$ cat src/sv/local_binary_pattern_3x3_unit_defines.svh
// Assertion macros shared by the 3x3 local binary pattern unit.
// Depends on nothing; included by the files that carry concurrent assertions.
`ifndef LOCAL_BINARY_PATTERN_3X3_UNIT_DEFINES_SVH
`define LOCAL_BINARY_PATTERN_3X3_UNIT_DEFINES_SVH

// Same-cycle implication, disabled while reset is asserted (active low).
`define LBP_ASSERT_NOW(label, clk, rst_n, ante, cons) \
    label: assert property (@(posedge clk) disable iff (!(rst_n)) (ante) |-> (cons)) \
        else $error("lbp3x3 check failed: same-cycle rule");

// Next-cycle implication, disabled while reset is asserted (active low).
`define LBP_ASSERT_NEXT(label, clk, rst_n, ante, cons) \
    label: assert property (@(posedge clk) disable iff (!(rst_n)) (ante) |=> (cons)) \
        else $error("lbp3x3 check failed: next-cycle rule");

`endif

$ cat src/sv/lbp3x3_pkg.sv
// Shared types and constants of the 3x3 local binary pattern unit.
// Depends on nothing; imported by every module of the unit but lbp3x3_ram.
package lbp3x3_pkg;

    localparam int PIX_W      = 8;
    localparam int CODE_W     = 8;
    localparam int OUT_POS_W  = 10;
    localparam int CFG_DATA_W = 11;
    localparam int CFG_IDX_W  = 2;

    localparam logic [CFG_IDX_W-1:0] CFG_IMAGE_WIDTH  = 2'd0;
    localparam logic [CFG_IDX_W-1:0] CFG_IMAGE_HEIGHT = 2'd1;

    localparam logic [CFG_DATA_W-1:0] RST_IMAGE_WIDTH  = 11'd640;
    localparam logic [CFG_DATA_W-1:0] RST_IMAGE_HEIGHT = 11'd480;

    // Smallest legal frame side.
    localparam int MIN_SIDE = 3;

    // Per-pixel position flags handed from the position counter to the datapath.
    typedef struct packed {
        logic interior;    // the pixel completes a full window
        logic frame_last;  // the pixel is the last one of the frame
    } t_pos_flags;

endpackage

$ cat src/sv/lbp3x3_win.sv
// Two-column window registers and the eight-way comparison of the LBP unit.
// Depends on lbp3x3_pkg.
module lbp3x3_win
    import lbp3x3_pkg::*;
(
    input  logic              i_clk,
    input  logic              i_rst_n,
    input  logic              i_shift,
    input  logic [PIX_W-1:0]  i_top,
    input  logic [PIX_W-1:0]  i_mid,
    input  logic [PIX_W-1:0]  i_bot,
    output logic [CODE_W-1:0] o_code
);

    // Column c-2 (older) and column c-1 (newer); top, middle, bottom.
    logic [PIX_W-1:0] r_old_top, r_old_mid, r_old_bot;
    logic [PIX_W-1:0] r_new_top, r_new_mid, r_new_bot;

    logic [PIX_W-1:0] nb [CODE_W];
    logic [PIX_W-1:0] centre;

    always_comb begin
        centre = r_new_mid;
        nb[0]  = r_old_top;
        nb[1]  = r_new_top;
        nb[2]  = i_top;
        nb[3]  = r_old_mid;
        nb[4]  = i_mid;
        nb[5]  = r_old_bot;
        nb[6]  = r_new_bot;
        nb[7]  = i_bot;
        for (int k = 0; k < CODE_W; k++) begin
            o_code[k] = (nb[k] >= centre);
        end
    end

    always_ff @(posedge i_clk) begin
        if (!i_rst_n) begin
            r_old_top <= '0;
            r_old_mid <= '0;
            r_old_bot <= '0;
            r_new_top <= '0;
            r_new_mid <= '0;
            r_new_bot <= '0;
        end else if (i_shift) begin
            r_old_top <= r_new_top;
            r_old_mid <= r_new_mid;
            r_old_bot <= r_new_bot;
            r_new_top <= i_top;
            r_new_mid <= i_mid;
            r_new_bot <= i_bot;
        end
    end

endmodule

$ cat config.mk
export PLATFORM = sky130hd
export DESIGN_NAME = lbp3x3_win
export DESIGN_NICKNAME = d
export VERILOG_FILES = /design/src/sv/local_binary_pattern_3x3_unit_defines.svh /design/src/sv/lbp3x3_pkg.sv /design/src/sv/lbp3x3_win.sv
export SDC_FILE = /design/constraint.sdc
export NUM_CORES = 1
export LEC_CHECK = 0
export BUFFER_PORTS_ARGS = -buffer_cell sky130_fd_sc_hd__buf_4
export CORE_ASPECT_RATIO = 1.5
export CORE_UTILIZATION = 53
export DETAILED_ROUTE_END_ITERATION = 12
export PLACE_DENSITY = 0.76
export SLEW_MARGIN = 10
export SYNTH_ARGS = -nofsm -noshare
export SYNTH_HDL_FRONTEND = slang
export SYNTH_SLANG_ARGS = --single-unit
$ cat constraint.sdc
create_clock -name i_clk -period 1.6 [get_ports i_clk]
set_input_delay 0.32 -clock i_clk [delete_from_list [all_inputs] [get_ports i_clk]]
set_output_delay 0.32 -clock i_clk [all_outputs]
set_load 0.005 [all_outputs]
; Yosys cells after proc, flatten, opt, wreduce, memory -nomap -nowiden
; Index checks and enable logic that the tools add are counted.
; W data, S select, Z words.
[totals]
in_bits = 27
ramBits = 0
output_inout_bits = 8
ff_bits = 48
latchBits = 0
n_memories = 0
romBits = 0
[classes]
order_cmp = 8
div_mod_pow = 0
n_shift = 0
n_addsub = 0
n_bitwise = 0
mux = 0
n_mul = 0
n_eq_ne = 0
n_reduce_logical = 0
[op_table]
columns = cell, count
row1 = $ge A8 B8 Y1, 8

; Logic depth before layout (Yosys ltp)
; Gate-level depths: netlist of run 1.
[depth]
depth_word = 1
mapped_depth = 5

; Worst setup path before layout of run 1
; No wires, ideal clock.
[synth_path]
kind = flip-flop to output port
from = register r_new_mid[6], in the netlist centre[6]
to = output o_code[0]
path_stages_with_launch = 6
setup_slack_ns = -0.007
arrival_time_ns = 1.287
path_cell_list = dfxtp_1 -> inv_1 -> ha_1 -> a21o_1 -> a221oi_1 -> o21ai_0
[synth_between]
elab_chain_len = 1
[synth_rtl]
columns = element, line_no
row1 = "start, declared", lbp3x3_win.sv:17  ; logic [PIX_W-1:0] r_new_top, r_new_mid, r_new_bot;
row2 = "start signal, assigned", lbp3x3_win.sv:50  ; r_new_mid <= i_mid;
row3 = $ge A8 B8 Y1, lbp3x3_win.sv:33  ; o_code[k] = (nb[k] >= centre);
row4 = "end, declared", lbp3x3_win.sv:12  ; output logic [CODE_W-1:0] o_code
; No other way between the ends.

; Worst setup path in the final report of run 1
[layout_path]
from = register r_new_mid[6], in the netlist centre[6]
to = output o_code[5]
; Same word-level chain as after synthesis.

==> metrics.yaml, run 1 <==
status: "finished with violations"
violations: "setup timing"
cp-start-kind: "flip-flop"
drive_gt1_share_pct: 39.8
drtPass1Iterations: 4
worst_pin_slew_ns: 0.399
cts_max_level: 2
grt_pass1_vias: 2838
fin_setup_tns_ns: -3.77
cts_buffers: 5
crit_fanout: 6
critical_path_class: "reg -> out"
drc: 0
io_buffers: 34
setup_ws_ns: -0.513
clkTransAtPathRegs_ns: 0.09
powerDensity_nw_per_um2: 731
antenna_left: 0
worstPathCellList: "inv_2 -> buf_12 -> ha_4 -> and3_4 -> buf_6 -> nand3_2 -> o21ai_2 -> buf_4"
area_delta_synth_final_pct: 39.4
p_switching_uw: 929
antenna_found_initial: 0
initial_core_util_pct: 55.0
postLayoutCoreUtil_pct: 76.7
pwr-share-seq_pct: 40.3
final_cell_mix: "buf_4, mux2i_1, nor2b_1"
cap_violations: 0
die_area_sq_um: 6330
hpwlAfterDp_um: 5070
cellLeakagePower_nw: 2.05
rows: 34
clk_latency_ns: 0.30
setup_violations: 8
gp_congestion: 0.780
worst_ep_required_time_ns: 1.28
worst_ir_drop_vdd_uv: 735
final_nets: 469
clockBufferDepth: 2
rsz0062_at_grt: "yes"
via_per_inst: 5.65
grtUsageTotal_pct: 27.9
power_frac_comb_pct: 32.6
crit_path_end_kind: "primary output"
synth_cells: 306
hold_buffers: 0
finalPower_mw: 3.24
cp.arrival_ns: 1.79
diodes: 0
max_freq_ghz: 0.473
synth_warnings: 0
seq_area_frac_synth_pct: 30.2
cts-root-buf: "clkbuf_8"
hold_viol_final: 0
cts_tree: "done"
hold_class: "in -> reg"
finClkSkew_ns: 0.00504
grt_max_degree: 49
die_height_um: 96.9
drt_iter0_markers: 70
drt-total-wl_um: 8050
dpl.cell_count: 439
final_common_cell: "buf_4"
period_share_pct: 132
syn_nets: 397
wl_per_cell_um: 17.8
post_layout_nonfiller_instances: 451
fin_crit_ns: 2.11
slew_viol_final: 0
grt-ovfl-total: 0
p_int_mw: 2.31
max-slew-margin-rel_pct: 73.4
power_switching_share_pct: 28.6
synth_area_sq_um: 3180
core_sq_um: 5790
cp_slowest_cell: "dfxtp_2"
ys_seq_elements: 48
grt_pass1_wl_um: 13400
slowest_delay_ns: 0.34
synth_cell_types: 16
syn_avg_cell_area_sq_um: 10.4
clkPwrFrac_pct: 27.2
cts_sinks: 48
ios: 35
die_w_um: 65.3
vias: 2550
==> stage by stage <==
step	instance area, sq um	setup slack, ns	hold slack [ns]
floorplan	3180	0.0135	0.483
global placement	3770	-0.324	0.501
detailed placement	3770	-0.352	0.510
CTS	4390	-0.472	0.290
global route	4440	-0.573	0.292
finish	4440	-0.513	0.294
==> routing by layer <==
layer | wire [um] | GRT usage [%]
met2 | 4510 | 53.1
met3 | 148 | 3.42
met4 | 250 | 12.7
met5 | 0 | 0
met1 | 3140 | 28.7
==> critical path, delay by kind of cell (launching register included) <==
kind,cells,cell delay (ns)
buffers and inverters,4,0.42
adders and majority gates,1,0.27
AOI/OAI and AO/OA,1,0.18
DFF,1,0.34
and+or+nand+nor,2,0.27
==> cell usage after synthesis, drive strengths merged <==
master	count	area share, %
buf	8	2.9
nand3	8	1.3
nand2b	8	1.6
o21ai	8	1.3
mux2i	48	15
a21o	24	5.7
nor2b	48	9.4
clkbuf	3	0.35
and3	8	1.6
dfxtp	48	30
a31oi	8	1.6
ha	64	25
inv	15	1.8
a221oi	8	2.2
==> power groups by stage <==
stage | Sequential, mW | Clock [mW] | Combinational, mW
2_1_floorplan | 1.31 | 0 | 0.449
3_3_place_gp | 1.32 | 0 | 0.755
3_5_place_dp | 1.32 | 0 | 0.786
4_1_cts | 1.30 | 0.890 | 0.991
5_1_grt | 1.31 | 0.941 | 1.15
6_report | 1.31 | 0.882 | 1.06
==> flip-flops by register name, summed over array words and instances (netlist names) <==
signal / count
r_old_mid: 8
r_new_bot: 8
r_old_bot: 8
centre: 8
r_new_top: 8
r_old_top: 8
==> cell families (layout without fill, tap and decap cells) <==
group	after synthesis	after routing	synth area share [%]
fa+ha+maj	64	64	25.2
mux	48	48	15.1
simple gates	72	72	13.8
compound gates	48	48	10.7
buf+inv	26	99	5.03
flops	48	48	30.2
==> final timing paths <==
kind | from | endpoint | slack (ns) | cells after the start
max | centre[6] | o_code[5] | -0.51 | 8
min | i_bot[2] | r_new_bot[2] | 0.29 | 3
max reg2reg | r_new_top[6] | r_new_top[6] | 0.71 | 3
min reg2reg | r_old_top[0] | r_old_top[0] | 0.53 | 2
==> area by class of cell <==
class	count	area (sq um)
Timing Repair Buffer	76	648
Tap cell	72	90.1
Clock inverter	2	35.0
Clock buffer	6	72.6
Fill cell	395	1350
Multi-Input combinational cell	232	2560
Sequential cell	48	968
Inverter	15	61.3
==> what timing repair did <==
item	in CTS	in global routing
buffers inserted	5	0
endpoints found under the setup margin	8	8
resized for setup	73	7
pin swaps	27	16
cloned	0	0
(Power assumes the default switching activity.)
==> run 2: changes to the inputs <==
Settings changed: CORE_MARGIN set to 1.5, SETUP_SLACK_MARGIN set to 0.02.
==> run 2 against run 1 <==
The flow still finishes with violations (setup timing). Cell area about the same. Clock-buffer cell count decreased by 1. First-iteration DRC count increased by 31%. Via count about the same. Critical path depth decreased by 2. Worst hold slack got worse by 0.0041 ns. Die area increased by 2.6%. Largest cell class unchanged.
==> metrics.yaml, run 2 (synthesis results as in run 1) <==
critical_path_class: "reg -> out"
die_w_um: 66.3  # +1.5%
wl_per_cell_um: 18.8  # +5.2%
final_cell_mix: "buf_4, mux2i_1, nor2b_1"
cts_max_level: 2  # unchanged
hold_class: "in -> reg"
antenna_found_initial: 0  # unchanged
period_share_pct: 137  # +5.1 points
fin_crit_ns: 2.19  # +0.0815 ns
slew_viol_final: 0  # unchanged
worst_pin_slew_ns: 0.405  # +0.00614 ns
rsz0062_at_grt: "yes"
clk_latency_ns: 0.31  # about the same
cts_tree: "done"
cellLeakagePower_nw: 2.03  # -0.76%
p_switching_uw: 926  # -0.33%
status: "finished with violations"
antenna_left: 0  # unchanged
finClkSkew_ns: 0.0110  # +0.00600 ns
hold_viol_final: 0  # unchanged
setup_ws_ns: -0.595  # -0.0815 ns
cp.arrival_ns: 1.87  # +0.08 ns
nFillCells: 366  # -7.3%
drive_gt1_share_pct: 38.8  # -1.1 points
grt-ovfl-total: 0  # unchanged
postLayoutCoreUtil_pct: 76.8  # about the same
cap_violations: 0  # unchanged
worstPathCellList: "inv_8 -> ha_1 -> a21o_1 -> a221oi_2 -> o21ai_1 -> buf_4"
cp_slowest_cell: "dfxtp_4"
grt_pass1_wl_um: 12100  # -9.8%
drc: 0  # unchanged
initial_core_util_pct: 55.0  # unchanged
clkTransAtPathRegs_ns: 0.09  # about the same
slowest_delay_ns: 0.38  # +0.04 ns
gp_congestion: 0.775  # -0.63%
grt_pass1_vias: 2597  # -8.5%
p_int_mw: 2.45  # +5.9%
worst-path-buf-inv: 2  # -2
max_freq_ghz: 0.456  # -3.7%
rows: 34  # unchanged
cts_buffers: 5  # unchanged
crit_family: "compound AO/OA/AOI/OAI gates"
die_area_sq_um: 6490  # +2.6%
final_nets: 465  # -0.85%
setup_violations: 8  # unchanged
hpwlAfterDp_um: 4780  # -5.9%
powerDensity_nw_per_um2: 760  # +4.0%
drt_iter0_markers: 92  # +31%
clockBufferDepth: 2  # unchanged
io_buffers: 34  # unchanged
drtPass1Iterations: 6  # +2
power_frac_comb_pct: 30.8  # -1.8 points
worst_ir_drop_vdd_uv: 620  # -16%
cts-root-buf: "clkbuf_8"
crit_fanout: 8  # +2
ios: 35  # unchanged
grtUsageTotal_pct: 23.9  # -4.0 points
grt_max_degree: 49  # unchanged
vias: 2548  # -0.078%
violations: "setup timing"
via_per_inst: 5.71  # +1.0%
worst_ep_required_time_ns: 1.28  # about the same
power_switching_share_pct: 27.4  # -1.2 points
final_common_cell: "buf_4"
area_delta_synth_final_pct: 39.5  # about the same
placed_cell_area_sq_um: 3720  # -1.3%
finalInstanceArea_sq_um: 4440  # about the same
diodes: 0  # unchanged
max-slew-margin-rel_pct: 73.0  # -0.41 points
core_sq_um: 5790  # unchanged
die_height_um: 97.9  # +1.0%
cp-start-kind: "flip-flop"
cts_sinks: 48  # unchanged
pwr-share-seq_pct: 38.7  # -1.6 points
clkPwrFrac_pct: 30.4  # +3.2 points
drt-total-wl_um: 8370  # +4.0%
crit_path_end_kind: "primary output"
-- run 2: per-stage QoR --
step / setup WS [ns] / setup TNS [ns] / total power, mW / cells / hold WS (ns)
3_5_place_dp: -0.275 / -1.90 / 2.08 / 434 / 0.504
6_report: -0.595 / -3.96 / 3.38 / 446 / 0.290
3_3_place_gp: -0.202 / -1.50 / 2.05 / 434 / 0.499
4_1_cts: -0.470 / -3.59 / 3.23 / 444 / 0.286
5_1_grt: -0.653 / -4.51 / 3.54 / 446 / 0.281
2_1_floorplan: 0.0282 / 0 / 1.76 / 306 / 0.483
-- run 2: path summary, 6_finish.rpt --
kind                start           end  slack [ns]  cells after the start
max             centre[6]     o_code[5]       -0.59                      6
min reg2reg  r_old_mid[0]  r_old_mid[0]        0.53                      2
max reg2reg  r_new_bot[4]  r_old_bot[4]        0.71                      3
min              i_top[0]  r_new_top[0]        0.29                      3
-- run 2: per-layer routing --
metal	GRT usage [%]	part of all wire [%]	vias up
met3	3.57	2.6	36
met1	26.2	40	1208
met4	10.0	4.8	0
li1	-	-	1239
met2	44.1	53	65
met5	0	0	-
-- run 2: repair_timing --
action | CTS | global route
setup endpoints to repair | 8 | 8
resized for setup | 47 | 26
hold buffers | 0 | 0
setup buffers | 3 | 2
cloned | 0 | 0
endpoints found under the hold margin | 0 | 0
pin swaps | 11 | 15
-- run 2: power groups by stage --
stage	logic [mW]	registers, mW	clock network [mW]
finish	1.04	1.31	1.03
CTS	0.895	1.30	1.04
global placement	0.735	1.31	0
detailed placement	0.759	1.32	0
floorplan	0.450	1.31	0
global route	1.14	1.31	1.09
-- run 2: layout make-up --
class | instances | area (sq um) | area share (%)
Multi-Input combinational cell | 232 | 2590 | 58.3
Sequential cell | 48 | 971 | 21.9
Timing Repair Buffer | 72 | 598 | 13.5
Tap cell | 72 | 90.1 | 2.03
Clock buffer | 5 | 68.8 | 1.55
Inverter | 15 | 63.8 | 1.44
Clock inverter | 2 | 60.1 | 1.35
-- run 2: tightest hold or removal path: cells and delay by family --
family | cells | cell delay (ns)
buffers and inverters | 1 | 0.09
muxes | 1 | 0.06
and+or+nand+nor | 1 | 0.09
