## src/sv/local_binary_pattern_3x3_unit_defines.svh

```systemverilog
// Assertion macros shared by the 3x3 local binary pattern unit.
// Depends on nothing; included by the files that carry concurrent assertions.
`ifndef LOCAL_BINARY_PATTERN_3X3_UNIT_DEFINES_SVH
`define LOCAL_BINARY_PATTERN_3X3_UNIT_DEFINES_SVH

// Same-cycle implication, disabled while reset is asserted (active low).
`define LBP_ASSERT_NOW(label, clk, rst_n, ante, cons) \
    label: assert property (@(posedge clk) disable iff (!(rst_n)) (ante) |-> (cons)) \
        else $error("lbp3x3 check failed: same-cycle rule");

// Next-cycle implication, disabled while reset is asserted (active low).
`define LBP_ASSERT_NEXT(label, clk, rst_n, ante, cons) \
    label: assert property (@(posedge clk) disable iff (!(rst_n)) (ante) |=> (cons)) \
        else $error("lbp3x3 check failed: next-cycle rule");

`endif

```

## src/sv/lbp3x3_pkg.sv

```systemverilog
// Shared types and constants of the 3x3 local binary pattern unit.
// Depends on nothing; imported by every module of the unit but lbp3x3_ram.
package lbp3x3_pkg;

    localparam int PIX_W      = 8;
    localparam int CODE_W     = 8;
    localparam int OUT_POS_W  = 10;
    localparam int CFG_DATA_W = 11;
    localparam int CFG_IDX_W  = 2;

    localparam logic [CFG_IDX_W-1:0] CFG_IMAGE_WIDTH  = 2'd0;
    localparam logic [CFG_IDX_W-1:0] CFG_IMAGE_HEIGHT = 2'd1;

    localparam logic [CFG_DATA_W-1:0] RST_IMAGE_WIDTH  = 11'd640;
    localparam logic [CFG_DATA_W-1:0] RST_IMAGE_HEIGHT = 11'd480;

    // Smallest legal frame side.
    localparam int MIN_SIDE = 3;

    // Per-pixel position flags handed from the position counter to the datapath.
    typedef struct packed {
        logic interior;    // the pixel completes a full window
        logic frame_last;  // the pixel is the last one of the frame
    } t_pos_flags;

endpackage

```

## src/sv/lbp3x3_pos.sv

```systemverilog
// Frame size registers and raster position counters of the LBP unit.
// Depends on lbp3x3_pkg.
module lbp3x3_pos
    import lbp3x3_pkg::*;
#(
    parameter int MAX_WIDTH  = 1024,
    parameter int MAX_HEIGHT = 1024
) (
    input  logic                          i_clk,
    input  logic                          i_rst_n,
    input  logic                          i_cfg_we,
    input  logic [CFG_IDX_W-1:0]          i_cfg_index,
    input  logic [CFG_DATA_W-1:0]         i_cfg_data,
    input  logic                          i_advance,
    output logic [$clog2(MAX_WIDTH)-1:0]  o_col,
    output logic [$clog2(MAX_HEIGHT)-1:0] o_row,
    output t_pos_flags                    o_flags
);

    localparam int COL_W = $clog2(MAX_WIDTH);
    localparam int ROW_W = $clog2(MAX_HEIGHT);
    localparam int SZW_W = ($clog2(MAX_WIDTH + 1) > CFG_DATA_W) ?
                           $clog2(MAX_WIDTH + 1) : CFG_DATA_W;
    localparam int SZH_W = ($clog2(MAX_HEIGHT + 1) > CFG_DATA_W) ?
                           $clog2(MAX_HEIGHT + 1) : CFG_DATA_W;

    logic [CFG_DATA_W-1:0] r_image_width,  n_image_width;
    logic [CFG_DATA_W-1:0] r_image_height, n_image_height;
    logic [COL_W-1:0]      r_col, n_col;
    logic [ROW_W-1:0]      r_row, n_row;

    logic [SZW_W-1:0] w_ext, w_eff;
    logic [SZH_W-1:0] h_ext, h_eff;
    logic [COL_W-1:0] last_col;
    logic [ROW_W-1:0] last_row;
    logic             cfg_hit;

    // Sizes outside the legal range are clamped to it.
    always_comb begin
        w_ext = SZW_W'(r_image_width);
        h_ext = SZH_W'(r_image_height);
        if (w_ext < SZW_W'(MIN_SIDE)) begin
            w_eff = SZW_W'(MIN_SIDE);
        end else if (w_ext > SZW_W'(MAX_WIDTH)) begin
            w_eff = SZW_W'(MAX_WIDTH);
        end else begin
            w_eff = w_ext;
        end
        if (h_ext < SZH_W'(MIN_SIDE)) begin
            h_eff = SZH_W'(MIN_SIDE);
        end else if (h_ext > SZH_W'(MAX_HEIGHT)) begin
            h_eff = SZH_W'(MAX_HEIGHT);
        end else begin
            h_eff = h_ext;
        end
        last_col = COL_W'(w_eff - SZW_W'(1));
        last_row = ROW_W'(h_eff - SZH_W'(1));
    end

    always_comb begin
        n_image_width  = r_image_width;
        n_image_height = r_image_height;
        n_col          = r_col;
        n_row          = r_row;
        cfg_hit        = 1'b0;
        if (i_cfg_we) begin
            unique case (i_cfg_index)
                CFG_IMAGE_WIDTH: begin
                    n_image_width = i_cfg_data;
                    cfg_hit       = 1'b1;
                end
                CFG_IMAGE_HEIGHT: begin
                    n_image_height = i_cfg_data;
                    cfg_hit        = 1'b1;
                end
                default: begin
                    cfg_hit = 1'b0;
                end
            endcase
        end
        // A write to a known register restarts the frame.
        if (cfg_hit) begin
            n_col = '0;
            n_row = '0;
        end else if (i_advance) begin
            if (r_col == last_col) begin
                n_col = '0;
                n_row = (r_row == last_row) ? '0 : r_row + ROW_W'(1);
            end else begin
                n_col = r_col + COL_W'(1);
            end
        end
    end

    always_ff @(posedge i_clk) begin
        if (!i_rst_n) begin
            r_image_width  <= RST_IMAGE_WIDTH;
            r_image_height <= RST_IMAGE_HEIGHT;
            r_col          <= '0;
            r_row          <= '0;
        end else begin
            r_image_width  <= n_image_width;
            r_image_height <= n_image_height;
            r_col          <= n_col;
            r_row          <= n_row;
        end
    end

    assign o_col              = r_col;
    assign o_row              = r_row;
    assign o_flags.interior   = (r_col >= COL_W'(2)) && (r_row >= ROW_W'(2));
    assign o_flags.frame_last = (r_col == last_col) && (r_row == last_row);

endmodule

```

## config.mk

```make
export PLATFORM = sky130hd
export DESIGN_NAME = lbp3x3_pos
export DESIGN_NICKNAME = d
export VERILOG_FILES = /design/src/sv/local_binary_pattern_3x3_unit_defines.svh /design/src/sv/lbp3x3_pkg.sv /design/src/sv/lbp3x3_pos.sv
export SDC_FILE = /design/constraint.sdc
export NUM_CORES = 1
export LEC_CHECK = 0
export BUFFER_PORTS_ARGS = -buffer_cell sky130_fd_sc_hd__buf_2
export CAP_MARGIN = 0
export CORE_MARGIN = 1.5
export CORE_UTILIZATION = 58
export CTS_CLUSTER_SIZE = 8
export DETAILED_ROUTE_END_ITERATION = 10
export PLACE_DENSITY = 0.79
export SYNTH_ARGS = -nofsm -noshare
export SYNTH_HDL_FRONTEND = slang
export SYNTH_SLANG_ARGS = --single-unit
```

## constraint.sdc

```tcl
create_clock -name i_clk -period 5.2 [get_ports i_clk]
set_clock_uncertainty 0.15 [all_clocks]
set_input_delay 1.3 -clock i_clk [delete_from_list [all_inputs] [get_ports i_clk]]
set_output_delay 1.3 -clock i_clk [all_outputs]
set_load 0.005 [all_outputs]
```

# [Word-level counts from Yosys, hierarchy flattened]
# Index checks and enable logic that the tools add are counted.
[classes] n_addsub=4 n_mul=0 div_mod_pow=0 magnitude_cmp=6 eq_ne=3 n_shift=0 mux=8 bitwise_logic=1 reduce_logical=8
[op_table] op="2-to-1 mux 10 bit" count=6
[op_table] op="greater-than comparator 11 bit, second input constant" count=2
[op_table] op="< comparator 11 x 2 -> 1 bit, second input constant" count=2
[op_table] op="adder 10 x 1 -> 10 bit, second input constant" count=2
[op_table] op="equality test 10 bit" count=2
[op_table] op=">= comparator 10 x 2 -> 1 bit, second input constant" count=2
[op_table] op="subtractor 10 x 1 -> 10 bit, second input constant" count=2
[op_table] op="AND reduction 2 bit" count=3
[op_table] op="OR reduction 2 bit" count=2
[op_table] op="equality test 2 x 1 -> 1 bit, second input constant" count=1
[op_table] op="logical AND 1 bit" count=2
[op_table] op="logical NOT 2 bit" count=1
[op_table] op="2-to-1 mux 1 bit" count=2
[op_table] op="inverter 1 bit" count=1
[totals] reg_bits=42 latch_bits=0 mem_bits_rw=0 mem_bits_ro=0 output_inout_bits=22 elab_cells=34 mem_count=0

# [Longest topological paths before layout]
# Gate-level depths: netlist (run 1).
[depth] word_depth=6 mapped_depth=15 mapped_depth_nobuf=12

# [Worst setup path after synthesis (run 1)]
# No wires, ideal clock.
[synth_path] kind="register to output" from="reg r_image_height[2], in the netlist h_ext[2]" to="out o_flags[0] (netlist name)" arrival_ns=2.956 required_time_ns=3.750 path_slack_ns=0.794 path_stages_with_launch=13 path_cell_list="dfxtp_1 clkbuf_1 nor4_2 and2_1 o21bai_1 ha_1 clkbuf_1 xor2_1 a2111oi_0 nand4_1 nor4_1 nand4_1 nor2_1"
[synth_rtl] item="start: declaration" line_no="lbp3x3_pos.sv:28" text="logic [CFG_DATA_W-1:0] r_image_height, n_image_height;"
[synth_rtl] item="start signal: assignment" line_no="lbp3x3_pos.sv:103" text="r_image_height <= n_image_height;"
[synth_rtl] item="end: declaration" line_no="lbp3x3_pos.sv:17" text="output t_pos_flags o_flags"

==> impl_metrics.toml, run 1 <==
[status]
run_status = "finished, final reports clean"

[setup_path]
crit_family = "simple AND/OR/NAND/NOR gates"
critical_path_class = "register to output pin"
worst_setup_path_end_kind = "output pin"
regToRegEndpoint = "o_row[5]$_SDFFE_PP0P_"
worstPathArrival_ps = 3370
crit_path_cell_trace = "nor4_1 > buf_4 > a21oi_1 > or2_2 > ha_1 > xnor2_1 > nand4_1 > mux2i_1 > a211oi_1 > a211oi_2 > nand2_1 > nor2_1 > buf_2"
worstSetupStartpoint = "r_image_width[3]$_SDFFE_PN0P_"
critical_path_depth_in_cells = 13
crit_buf_inv = 2
crit_path_end = "o_flags[0]"
slowest_stage_delay_on_critical_path_ps = 420
slowest_stage = "sky130_fd_sc_hd__dfxtp_1"
critPathLaunchType = "register"
rrSetupSlack_ps = 1270
r2r_cells = 13
regToRegStartpoint = "r_image_width[3]$_SDFFE_PN0P_"
critical_path.max_fanout = 10
crit_required_ps = 3750

[cells_and_area]
antennaDiodeCount = 0
share_of_cells_above_drive_strength_1 = 0.163
layout-area-overhead-vs-synth_pct = 10.0
fin_nets = 428
finish.utilization = 0.667
instances_no_fill = 471
final_cell_mix = "58 x sky130_fd_sc_hd__nand2_1, 42 x sky130_fd_sc_hd__dfxtp_1, 38 x sky130_fd_sc_hd__buf_2"
final_common_cell = "sky130_fd_sc_hd__nand2_1"

[logic_synthesis]
ys_ff_latch = 42
synth-main-ff-cell = "sky130_fd_sc_hd__dfxtp_1"
synth-edff-count = 0
post_synth_inst_count = 379
netlist.area_leader.share = 0.292
synth-xor-area-share = 0.0877
synth-simple-area-share = 0.334
syn-cell-area_sq_um = 2880
netlist-cell-type-count = 58
synthMuxAreaShare = 0.0287
post_synthesis_adder_cell_area_fraction = 0.0261
postSynthAreaPerCell_sq_um = 7.60
share_of_flip_flops_with_an_asynchronous_set_or_reset_after_synthesis = 0
synth-compound-area-share = 0.179
synthDominantAreaCellType = "sky130_fd_sc_hd__dfxtp_1"
net_count_of_the_mapped_netlist = 402
combinational_family_with_the_most_area_after_synthesis = "simple AND/OR/NAND/NOR gates"
sequential_fraction_of_the_synthesis_area = 0.292
synth-warning-count = 0
synthTopCellsByArea = "sky130_fd_sc_hd__dfxtp_1 29%, sky130_fd_sc_hd__nand2_1 7.6%, sky130_fd_sc_hd__xnor2_1 5.2%"

[pwr]
p_leak_nw = 1.18
combPwrFrac = 0.155
p_clk_frac = 0.317
swShare = 0.263
switching_power_w = 0.000172
vdd_drop_max_mv = 0.166
power.density_cell_area_nw_per_um2 = 205
sequentialPowerShare = 0.528
power.internal_w = 0.000480

[grt]
antenna_found_initial = 0
grt_max_degree = 25
overflow = 0
via_count_of_the_first_global_routing_pass = 2459
grt_pass1_wl_mm = 11.1
grt_util_all_layers = 0.261

[placed_design]
post-dp-hpwl_mm = 4.89
finalWeightedCongestion = 0.897
place.detailed.instances = 465
place.port_buffers = 38

[sta]
finalSetupViolCount = 0
final_max_slew_viol_count = 0
final-hold-violation-count = 0
maximum_frequency_from_static_timing_analysis_mhz = 207
final_period_minus_worst_setup_slack_ps = 4820
max_slew.worst_pin.slew_ps = 684
timing.final.crit_share = 0.928
relSlewSlack = 0.543

[die]
rows = 25
floorplan.io_pins = 39
core_sq_um = 4750
fp.dieArea_sq_um = 5400
floorplan.initialDensity = 0.606
die-width_um = 73.5
die-height_um = 73.5

[cts]
htree_num_levels = 2
clk_latency_ps = 290
cts_hold_buffers_added = 0
clock-root-buffer = "sky130_fd_sc_hd__clkbuf_8"
ctsLongestPathBuffers = 2
cts_made_buffers = 5
cts_tree = "done"
cts_num_sinks = 42
clkSlewWorstSetupHoldPaths_ps = 70

[detailed_routing]
drt_iter0_markers = 153
routed_wl_mm = 6.59
drt_pre_antenna_iters = 4
routed-via-count = 2773
final_antenna_net_count = 0
mean_routed_wirelength_per_cell_um = 14.0
detail_route.drc_violations = 0
routed_via_density = 5.89

[flow_run]
max-cap-violations = 0

[hold_path]
hp-class = "register to register"
## sequential cells by signal, summed over array words and instances (netlist names)
name	flops
o_col	10
o_row	10
r_image_width	11
h_ext	11
## cells by family after synthesis
family	after synthesis
AND/OR/NAND/NOR	184
buffers and inverters	35
adder cells (fa/ha/maj)	6
AO/OA/AOI/OAI	76
XOR/XNOR	28
multiplexers	8
flip-flops	42
## power groups by stage
stage          registers [W]   logic, W  clock network [W]
6_report            0.000344   0.000101           0.000206
3_5_place_dp        0.000351  0.0000990                  0
4_1_cts             0.000343   0.000100           0.000210
3_3_place_gp        0.000350  0.0000968                  0
5_1_grt             0.000346   0.000113           0.000224
2_1_floorplan       0.000344  0.0000806                  0
## cell type report
| type | count | area (sq um) |
|---|---|---|
| clock buffers | 6 | 82.6 |
| flip-flops and latches | 42 | 841 |
| repair buffers | 40 | 205 |
| inverters | 14 | 52.6 |
| multi-input cells | 302 | 1910 |
| well taps | 67 | 83.8 |
| fillers | 434 | 1580 |
## timing repair
action / 4_1_cts / 5_1_grt
setup buffers: 0 / 0
setup endpoints to repair: 0 / 1
gates resized for setup: 0 / 4
## layer usage
layer | up-vias | routed length, um | part of all wire | GRT usage
met2 | 67 | 2950 | 0.45 | 0.403
met1 | 1294 | 3180 | 0.48 | 0.356
met3 | 14 | 298 | 0.045 | 0.0576
met5 | - | 0 | 0 | 0
li1 | 1398 | - | - | -
met4 | 0 | 155 | 0.024 | 0.0988
## worst min-delay path: cells and delay by family, from the launching register on
kind             cells  cell delay [ps]
AO/OA/AOI/OAI        1               60
flip-flops           1              340
AND/OR/NAND/NOR      1               60
## cells in the mapped netlist (6+ instances only)
cell type	number
sky130_fd_sc_hd__nand2_1	58
sky130_fd_sc_hd__dfxtp_1	42
sky130_fd_sc_hd__nor2_1	33
sky130_fd_sc_hd__nand3_1	19
sky130_fd_sc_hd__a21boi_0	17
sky130_fd_sc_hd__xnor2_1	17
sky130_fd_sc_hd__clkbuf_1	16
sky130_fd_sc_hd__a21oi_1	14
sky130_fd_sc_hd__inv_1	14
sky130_fd_sc_hd__nor4_1	11
sky130_fd_sc_hd__o21ai_0	11
sky130_fd_sc_hd__xor2_1	10
sky130_fd_sc_hd__or3_1	9
sky130_fd_sc_hd__a31oi_1	6
sky130_fd_sc_hd__ha_1	6
sky130_fd_sc_hd__mux2i_1	6
sky130_fd_sc_hd__nand2b_1	6
sky130_fd_sc_hd__nand4_1	6
sky130_fd_sc_hd__nor2b_1	6
sky130_fd_sc_hd__or4_1	6
## stage by stage
stage / hold slack (ps) / setup TNS (ps) / total power, W / instance area (sq um) / setup WS, ps
final: 354 / 0 / 0.000652 / 3170 / 376
after global routing: 387 / -17.1 / 0.000683 / 3170 / -17.1
after CTS: 354 / 0 / 0.000654 / 3150 / 125
after detailed placement: 345 / 0 / 0.000450 / 3070 / 539
after global placement: 336 / 0 / 0.000447 / 3070 / 640
after floorplan: 315 / 0 / 0.000424 / 2880 / 794
## worst min-delay path by stage
stage	start	endpoint	slack [ps]	cells after the start
after CTS	h_ext[1]$_SDFFE_PN0P_	h_ext[1]$_SDFFE_PN0P_	350	2
final	r_image_width[5]$_SDFFE_PN0P_	r_image_width[5]$_SDFFE_PN0P_	350	2
after global placement	r_image_width[5]$_SDFFE_PN0P_	r_image_width[5]$_SDFFE_PN0P_	340	2
after floorplan	h_ext[1]$_SDFFE_PN0P_	h_ext[1]$_SDFFE_PN0P_	310	2
after detailed placement	h_ext[1]$_SDFFE_PN0P_	h_ext[1]$_SDFFE_PN0P_	350	2
after global routing	o_row[5]$_SDFFE_PP0P_	o_row[5]$_SDFFE_PP0P_	390	2
Power figures use the tool's default switching activity.
==> run 2: changes to the inputs <==
--- a/config.mk
+++ b/config.mk
@@ -7,6 +7,7 @@
 export LEC_CHECK = 0
 export BUFFER_PORTS_ARGS = -buffer_cell sky130_fd_sc_hd__buf_2
 export CAP_MARGIN = 0
+export CORE_ASPECT_RATIO = 0.9
 export CORE_MARGIN = 1.5
 export CORE_UTILIZATION = 58
 export CTS_CLUSTER_SIZE = 8
==> impl_metrics.toml, run 2 (same netlist as run 1, synthesis figures left out) <==
[sta]
final_max_slew_viol_count = 0
maximum_frequency_from_static_timing_analysis_mhz = 206
max_slew.worst_pin.slew_ps = 683
finalSetupViolCount = 0
timing.final.crit_share = 0.936
final_period_minus_worst_setup_slack_ps = 4870
relSlewSlack = 0.544
rsz0062_at_grt = "no"
final-hold-violation-count = 0
setup_total_negative_slack_ps = 0

[cells_and_area]
layout-area-overhead-vs-synth_pct = 11.1
fin_nets = 428
final_cell_mix = "58 x sky130_fd_sc_hd__nand2_1, 42 x sky130_fd_sc_hd__dfxtp_1, 38 x sky130_fd_sc_hd__buf_2"
share_of_cells_above_drive_strength_1 = 0.167
antennaDiodeCount = 0
final_common_cell = "sky130_fd_sc_hd__nand2_1"

[detailed_routing]
routed_wl_mm = 6.53
final_antenna_net_count = 0
routed-via-count = 2763
mean_routed_wirelength_per_cell_um = 13.9
drt_iter0_markers = 141
drt_pre_antenna_iters = 4
routed_via_density = 5.87
detail_route.drc_violations = 0

[pwr]
vdd_drop_max_mv = 0.230
power.density_cell_area_nw_per_um2 = 218
p_leak_nw = 1.19
report.power.total_w = 0.000697

[die]
rows = 24
fp.dieArea_sq_um = 5400
core_sq_um = 4800
die-height_um = 69.9
floorplan.io_pins = 39
die-width_um = 77.3
floorplan.initialDensity = 0.600

[setup_path]
worstSetupStartpoint = "r_image_width[3]$_SDFFE_PN0P_"
slowest_stage_delay_on_critical_path_ps = 550
critPathLaunchType = "register"
most_frequent_cell_on_the_critical_path = "sky130_fd_sc_hd__a21oi_1"
rrSetupSlack_ps = 1280
crit_path_cell_trace = "nor4_1 > buf_4 > a21oi_1 > or2_2 > ha_1 > or3b_2 > a311oi_1 > mux2i_1 > a21oi_1 > and4_4 > nand2_1 > nor2_1 > buf_2"
crit_family = "simple AND/OR/NAND/NOR gates"
crit_buf_inv = 2
critical_path.max_fanout = 10
critical_path_class = "register to output pin"
regToRegStartpoint = "r_image_width[3]$_SDFFE_PN0P_"
crit_required_ps = 3750
slowest_stage = "sky130_fd_sc_hd__dfxtp_1"
worstPathArrival_ps = 3420
worst_setup_path_end_kind = "output pin"

[hold_path]
min-delay-start = "r_image_width[5]$_SDFFE_PN0P_"
hp-class = "register to register"

[grt]
grt_pass1_wl_mm = 11.2
overflow = 0
grt_util_all_layers = 0.258
antenna_found_initial = 0
via_count_of_the_first_global_routing_pass = 2472
grt_max_degree = 25

[cts]
cts_num_sinks = 42
cts_made_buffers = 5
clk_latency_ps = 300
ctsLongestPathBuffers = 2
htree_num_levels = 2
clkSlewWorstSetupHoldPaths_ps = 80
cts_tree = "done"
clock-root-buffer = "sky130_fd_sc_hd__clkbuf_8"

[status]
run_status = "finished, final reports clean"

[placed_design]
finalWeightedCongestion = 0.912
place.port_buffers = 38
post-dp-hpwl_mm = 4.83

[flow_run]
max-cap-violations = 0
-- run 2: path summary, 6_finish.rpt --
check,end,cells after the start
hold reg to reg,r_image_width[5]$_SDFFE_PN0P_,2
setup reg to reg,o_row[5]$_SDFFE_PP0P_,13
hold / removal,r_image_width[5]$_SDFFE_PN0P_,2
setup / recovery,o_flags[0],13
-- run 2: routing by layer --
| layer | wire, um | global-route usage |
|---|---|---|
| met5 | 0 | 0 |
| met4 | 82 | 0.0828 |
| met3 | 288 | 0.0458 |
| met2 | 2910 | 0.404 |
| met1 | 3250 | 0.359 |
-- run 2: layout make-up --
class / instances / area (sq um)
Timing Repair Buffer: 40 / 205
Tap cell: 65 / 81.3
Multi-Input combinational cell: 302 / 1910
Clock buffer: 5 / 68.8
Inverter: 14 / 52.6
Clock inverter: 3 / 40.0
Sequential cell: 42 / 841
Fill cell: 437 / 1600
-- run 2: where the power goes --
group	switching [W]	total, W	leakage [nW]	internal, W
clock network	0.000111	0.000253	0.0579	0.000141
logic	0.0000517	0.000100	0.793	0.0000486
registers	0.0000155	0.000344	0.341	0.000329
-- run 2: worst min-delay path, stage by stage (launching register included) --
cell	delay [ps]
sky130_fd_sc_hd__dfxtp_1	340
sky130_fd_sc_hd__nand2_1	60
sky130_fd_sc_hd__a21boi_0	60
-- run 2: metrics by stage --
| stage | std cells | hold WS, ps | area (sq um) | util | setup slack, ps |
|---|---|---|---|---|---|
| after floorplan | 379 | 315 | 2880 | - | 794 |
| after global placement | 463 | 342 | 3070 | 0.639 | 581 |
| after detailed placement | 463 | 349 | 3070 | 0.639 | 497 |
| after CTS | 471 | 359 | 3180 | 0.661 | 136 |
| after global routing | 471 | 397 | 3200 | 0.666 | 108 |
| final | 471 | 354 | 3200 | 0.666 | 334 |
-- run 2: timing repair --
item                                    4_1_cts  5_1_grt
resized for setup                             0        4
setup buffers                                 0        0
endpoints found under the setup margin        0        1
hold buffers                                  0        0
==> run 3: changes to the inputs <==
--- a/config.mk
+++ b/config.mk
@@ -9,10 +9,11 @@
 export CAP_MARGIN = 0
 export CORE_ASPECT_RATIO = 0.9
 export CORE_MARGIN = 1.5
-export CORE_UTILIZATION = 58
+export CORE_UTILIZATION = 62
 export CTS_CLUSTER_SIZE = 8
 export DETAILED_ROUTE_END_ITERATION = 10
-export PLACE_DENSITY = 0.79
+export PLACE_DENSITY = 0.84
+export SKIP_LAST_GASP = 1
 export SYNTH_ARGS = -nofsm -noshare
 export SYNTH_HDL_FRONTEND = slang
 export SYNTH_SLANG_ARGS = --single-unit
==> constraint.sdc (replaced) <==
create_clock -name i_clk -period 6.1 [get_ports i_clk]
set_clock_uncertainty 0.15 [all_clocks]
set_input_delay 1.525 -clock i_clk [delete_from_list [all_inputs] [get_ports i_clk]]
set_output_delay 1.525 -clock i_clk [all_outputs]
set_load 0.005 [all_outputs]
==> impl_metrics.toml, run 3 (same netlist as run 1, synthesis figures left out) <==
[status]
run_status = "finished, final reports clean"

[pwr]
report.power.total_w = 0.000584
power.density_cell_area_nw_per_um2 = 185
vdd_drop_max_mv = 0.201
p_leak_nw = 1.18

[sta]
final-hold-violation-count = 0
final_period_minus_worst_setup_slack_ps = 5360
timing.final.crit_share = 0.878
maximum_frequency_from_static_timing_analysis_mhz = 187
setup_total_negative_slack_ps = 0
relSlewSlack = 0.531
finalSetupViolCount = 0
rsz0062_at_grt = "no"
final_max_slew_viol_count = 0
max_slew.worst_pin.slew_ps = 703

[cts]
clk_latency_ps = 290
cts_tree = "done"
ctsLongestPathBuffers = 2
htree_num_levels = 2
cts_resized = 0
clock-root-buffer = "sky130_fd_sc_hd__clkbuf_8"
cts_num_sinks = 42
post_cts.repair.setup_buffers = 0
clkSlewWorstSetupHoldPaths_ps = 70
cts_made_buffers = 5
cts_hold_buffers_added = 0

[cells_and_area]
share_of_cells_above_drive_strength_1 = 0.156
multi_input_comb_area_sq_um = 1890
antennaDiodeCount = 0
instances_no_fill = 466
final-seq-area_sq_um = 841
layout-area-overhead-vs-synth_pct = 9.68
final_cell_mix = "58 x sky130_fd_sc_hd__nand2_1, 42 x sky130_fd_sc_hd__dfxtp_1, 38 x sky130_fd_sc_hd__buf_2"
fin_nets = 426
final_common_cell = "sky130_fd_sc_hd__nand2_1"
layout.filler_cells = 396

[placed_design]
post-dp-hpwl_mm = 4.91
finalWeightedCongestion = 0.855
place.port_buffers = 38
place.detailed.instances = 458

[die]
floorplan.io_pins = 39
die-height_um = 67.7
fp.dieArea_sq_um = 5070
rows = 23
core_sq_um = 4460
die-width_um = 74.9
floorplan.initialDensity = 0.646

[detailed_routing]
mean_routed_wirelength_per_cell_um = 14.3
detail_route.drc_violations = 0
routed_wl_mm = 6.65
routed-via-count = 2784
drt_iter0_markers = 169
routed_via_density = 5.97
drt_pre_antenna_iters = 4
final_antenna_net_count = 0

[grt]
overflow = 0
grt_max_degree = 25
antenna_found_initial = 0
via_count_of_the_first_global_routing_pass = 2400
grt_util_all_layers = 0.278
grt_pass1_wl_mm = 11.0

[setup_path]
slowest_stage = "sky130_fd_sc_hd__nor4_1"
critPathLaunchType = "register"
worst_setup_path_end_kind = "output pin"
critical_path_class = "register to output pin"
crit_required_ps = 4430
crit_buf_inv = 1
crit_path_cell_trace = "nor4_1 > and2_1 > o21bai_1 > ha_1 > xor2_1 > a2111oi_0 > nand4_1 > nor4_1 > nand4_1 > nor2_1 > buf_2"
critical_path.max_fanout = 12
crit_family = "simple AND/OR/NAND/NOR gates"
worstPathArrival_ps = 3680
slowest_stage_delay_on_critical_path_ps = 560

[hold_path]
hp-class = "register to register"

[flow_run]
max-cap-violations = 0
run 3: cell types whose count changed in the layout (fill, tap and decap cells not counted):
cell	change
sky130_fd_sc_hd__clkbuf_8	+3
sky130_fd_sc_hd__ha_2	-1
sky130_fd_sc_hd__ha_1	+1
sky130_fd_sc_hd__nor4_4	-1
sky130_fd_sc_hd__nor4_2	-1
sky130_fd_sc_hd__buf_4	-2
sky130_fd_sc_hd__bufinv_16	-1
sky130_fd_sc_hd__clkinv_2	-2
sky130_fd_sc_hd__nor4_1	+2
run 3: worst register-to-register path, stage by stage (launching register included):
cell                       delay, ps
sky130_fd_sc_hd__dfxtp_1         410
sky130_fd_sc_hd__nor4_1          630
sky130_fd_sc_hd__a21oi_1         200
sky130_fd_sc_hd__or2_2           320
sky130_fd_sc_hd__ha_1            280
sky130_fd_sc_hd__xnor2_1         350
sky130_fd_sc_hd__nand4_1         180
sky130_fd_sc_hd__mux2i_1         160
sky130_fd_sc_hd__a211oi_1        100
sky130_fd_sc_hd__a211oi_2        390
sky130_fd_sc_hd__nand3_4         240
sky130_fd_sc_hd__or4_1           550
sky130_fd_sc_hd__a21oi_1         160
run 3: where the power goes:
group / total [W] / switching, W / internal, W
registers: 0.000293 / 0.0000124 / 0.000280
clock network: 0.000207 / 0.0000930 / 0.000114
logic: 0.0000842 / 0.0000444 / 0.0000398
total: 0.000584 / 0.000150 / 0.000435
run 3: path summary, 6_finish.rpt:
check / start / end / slack, ps / depth (start not counted)
hold / removal: h_ext[1]$_SDFFE_PN0P_ / h_ext[1]$_SDFFE_PN0P_ / 360 / 2
setup / recovery: h_ext[6]$_SDFFE_PN1P_ / o_flags[0] / 740 / 11
hold reg to reg: h_ext[1]$_SDFFE_PN0P_ / h_ext[1]$_SDFFE_PN0P_ / 360 / 2
setup reg to reg: r_image_width[3]$_SDFFE_PN0P_ / o_row[5]$_SDFFE_PP0P_ / 1920 / 12
run 3: through the flow:
step / cell area [sq um] / worst slack, ps / utilization / hold WS (ps)
after floorplan: 2880 / 1470 / - / 315
after global placement: 3050 / 1210 / 0.684 / 335
after detailed placement: 3050 / 1100 / 0.684 / 340
after CTS: 3160 / 762 / 0.709 / 355
after global routing: 3160 / 419 / 0.709 / 385
final: 3160 / 744 / 0.709 / 358
run 3: cell type report:
class / instances / share of cell area
well taps: 62 / 0.0245
multi-input cells: 302 / 0.598
flip-flops and latches: 42 / 0.266
repair buffers: 38 / 0.0602
inverters: 14 / 0.0166
clock buffers: 8 / 0.0348
run 3: routing by layer:
layer,track usage,share of wire
met3,0.0493,0.055
met5,0,0
met4,0.0727,0.0089
met2,0.425,0.44
met1,0.402,0.49
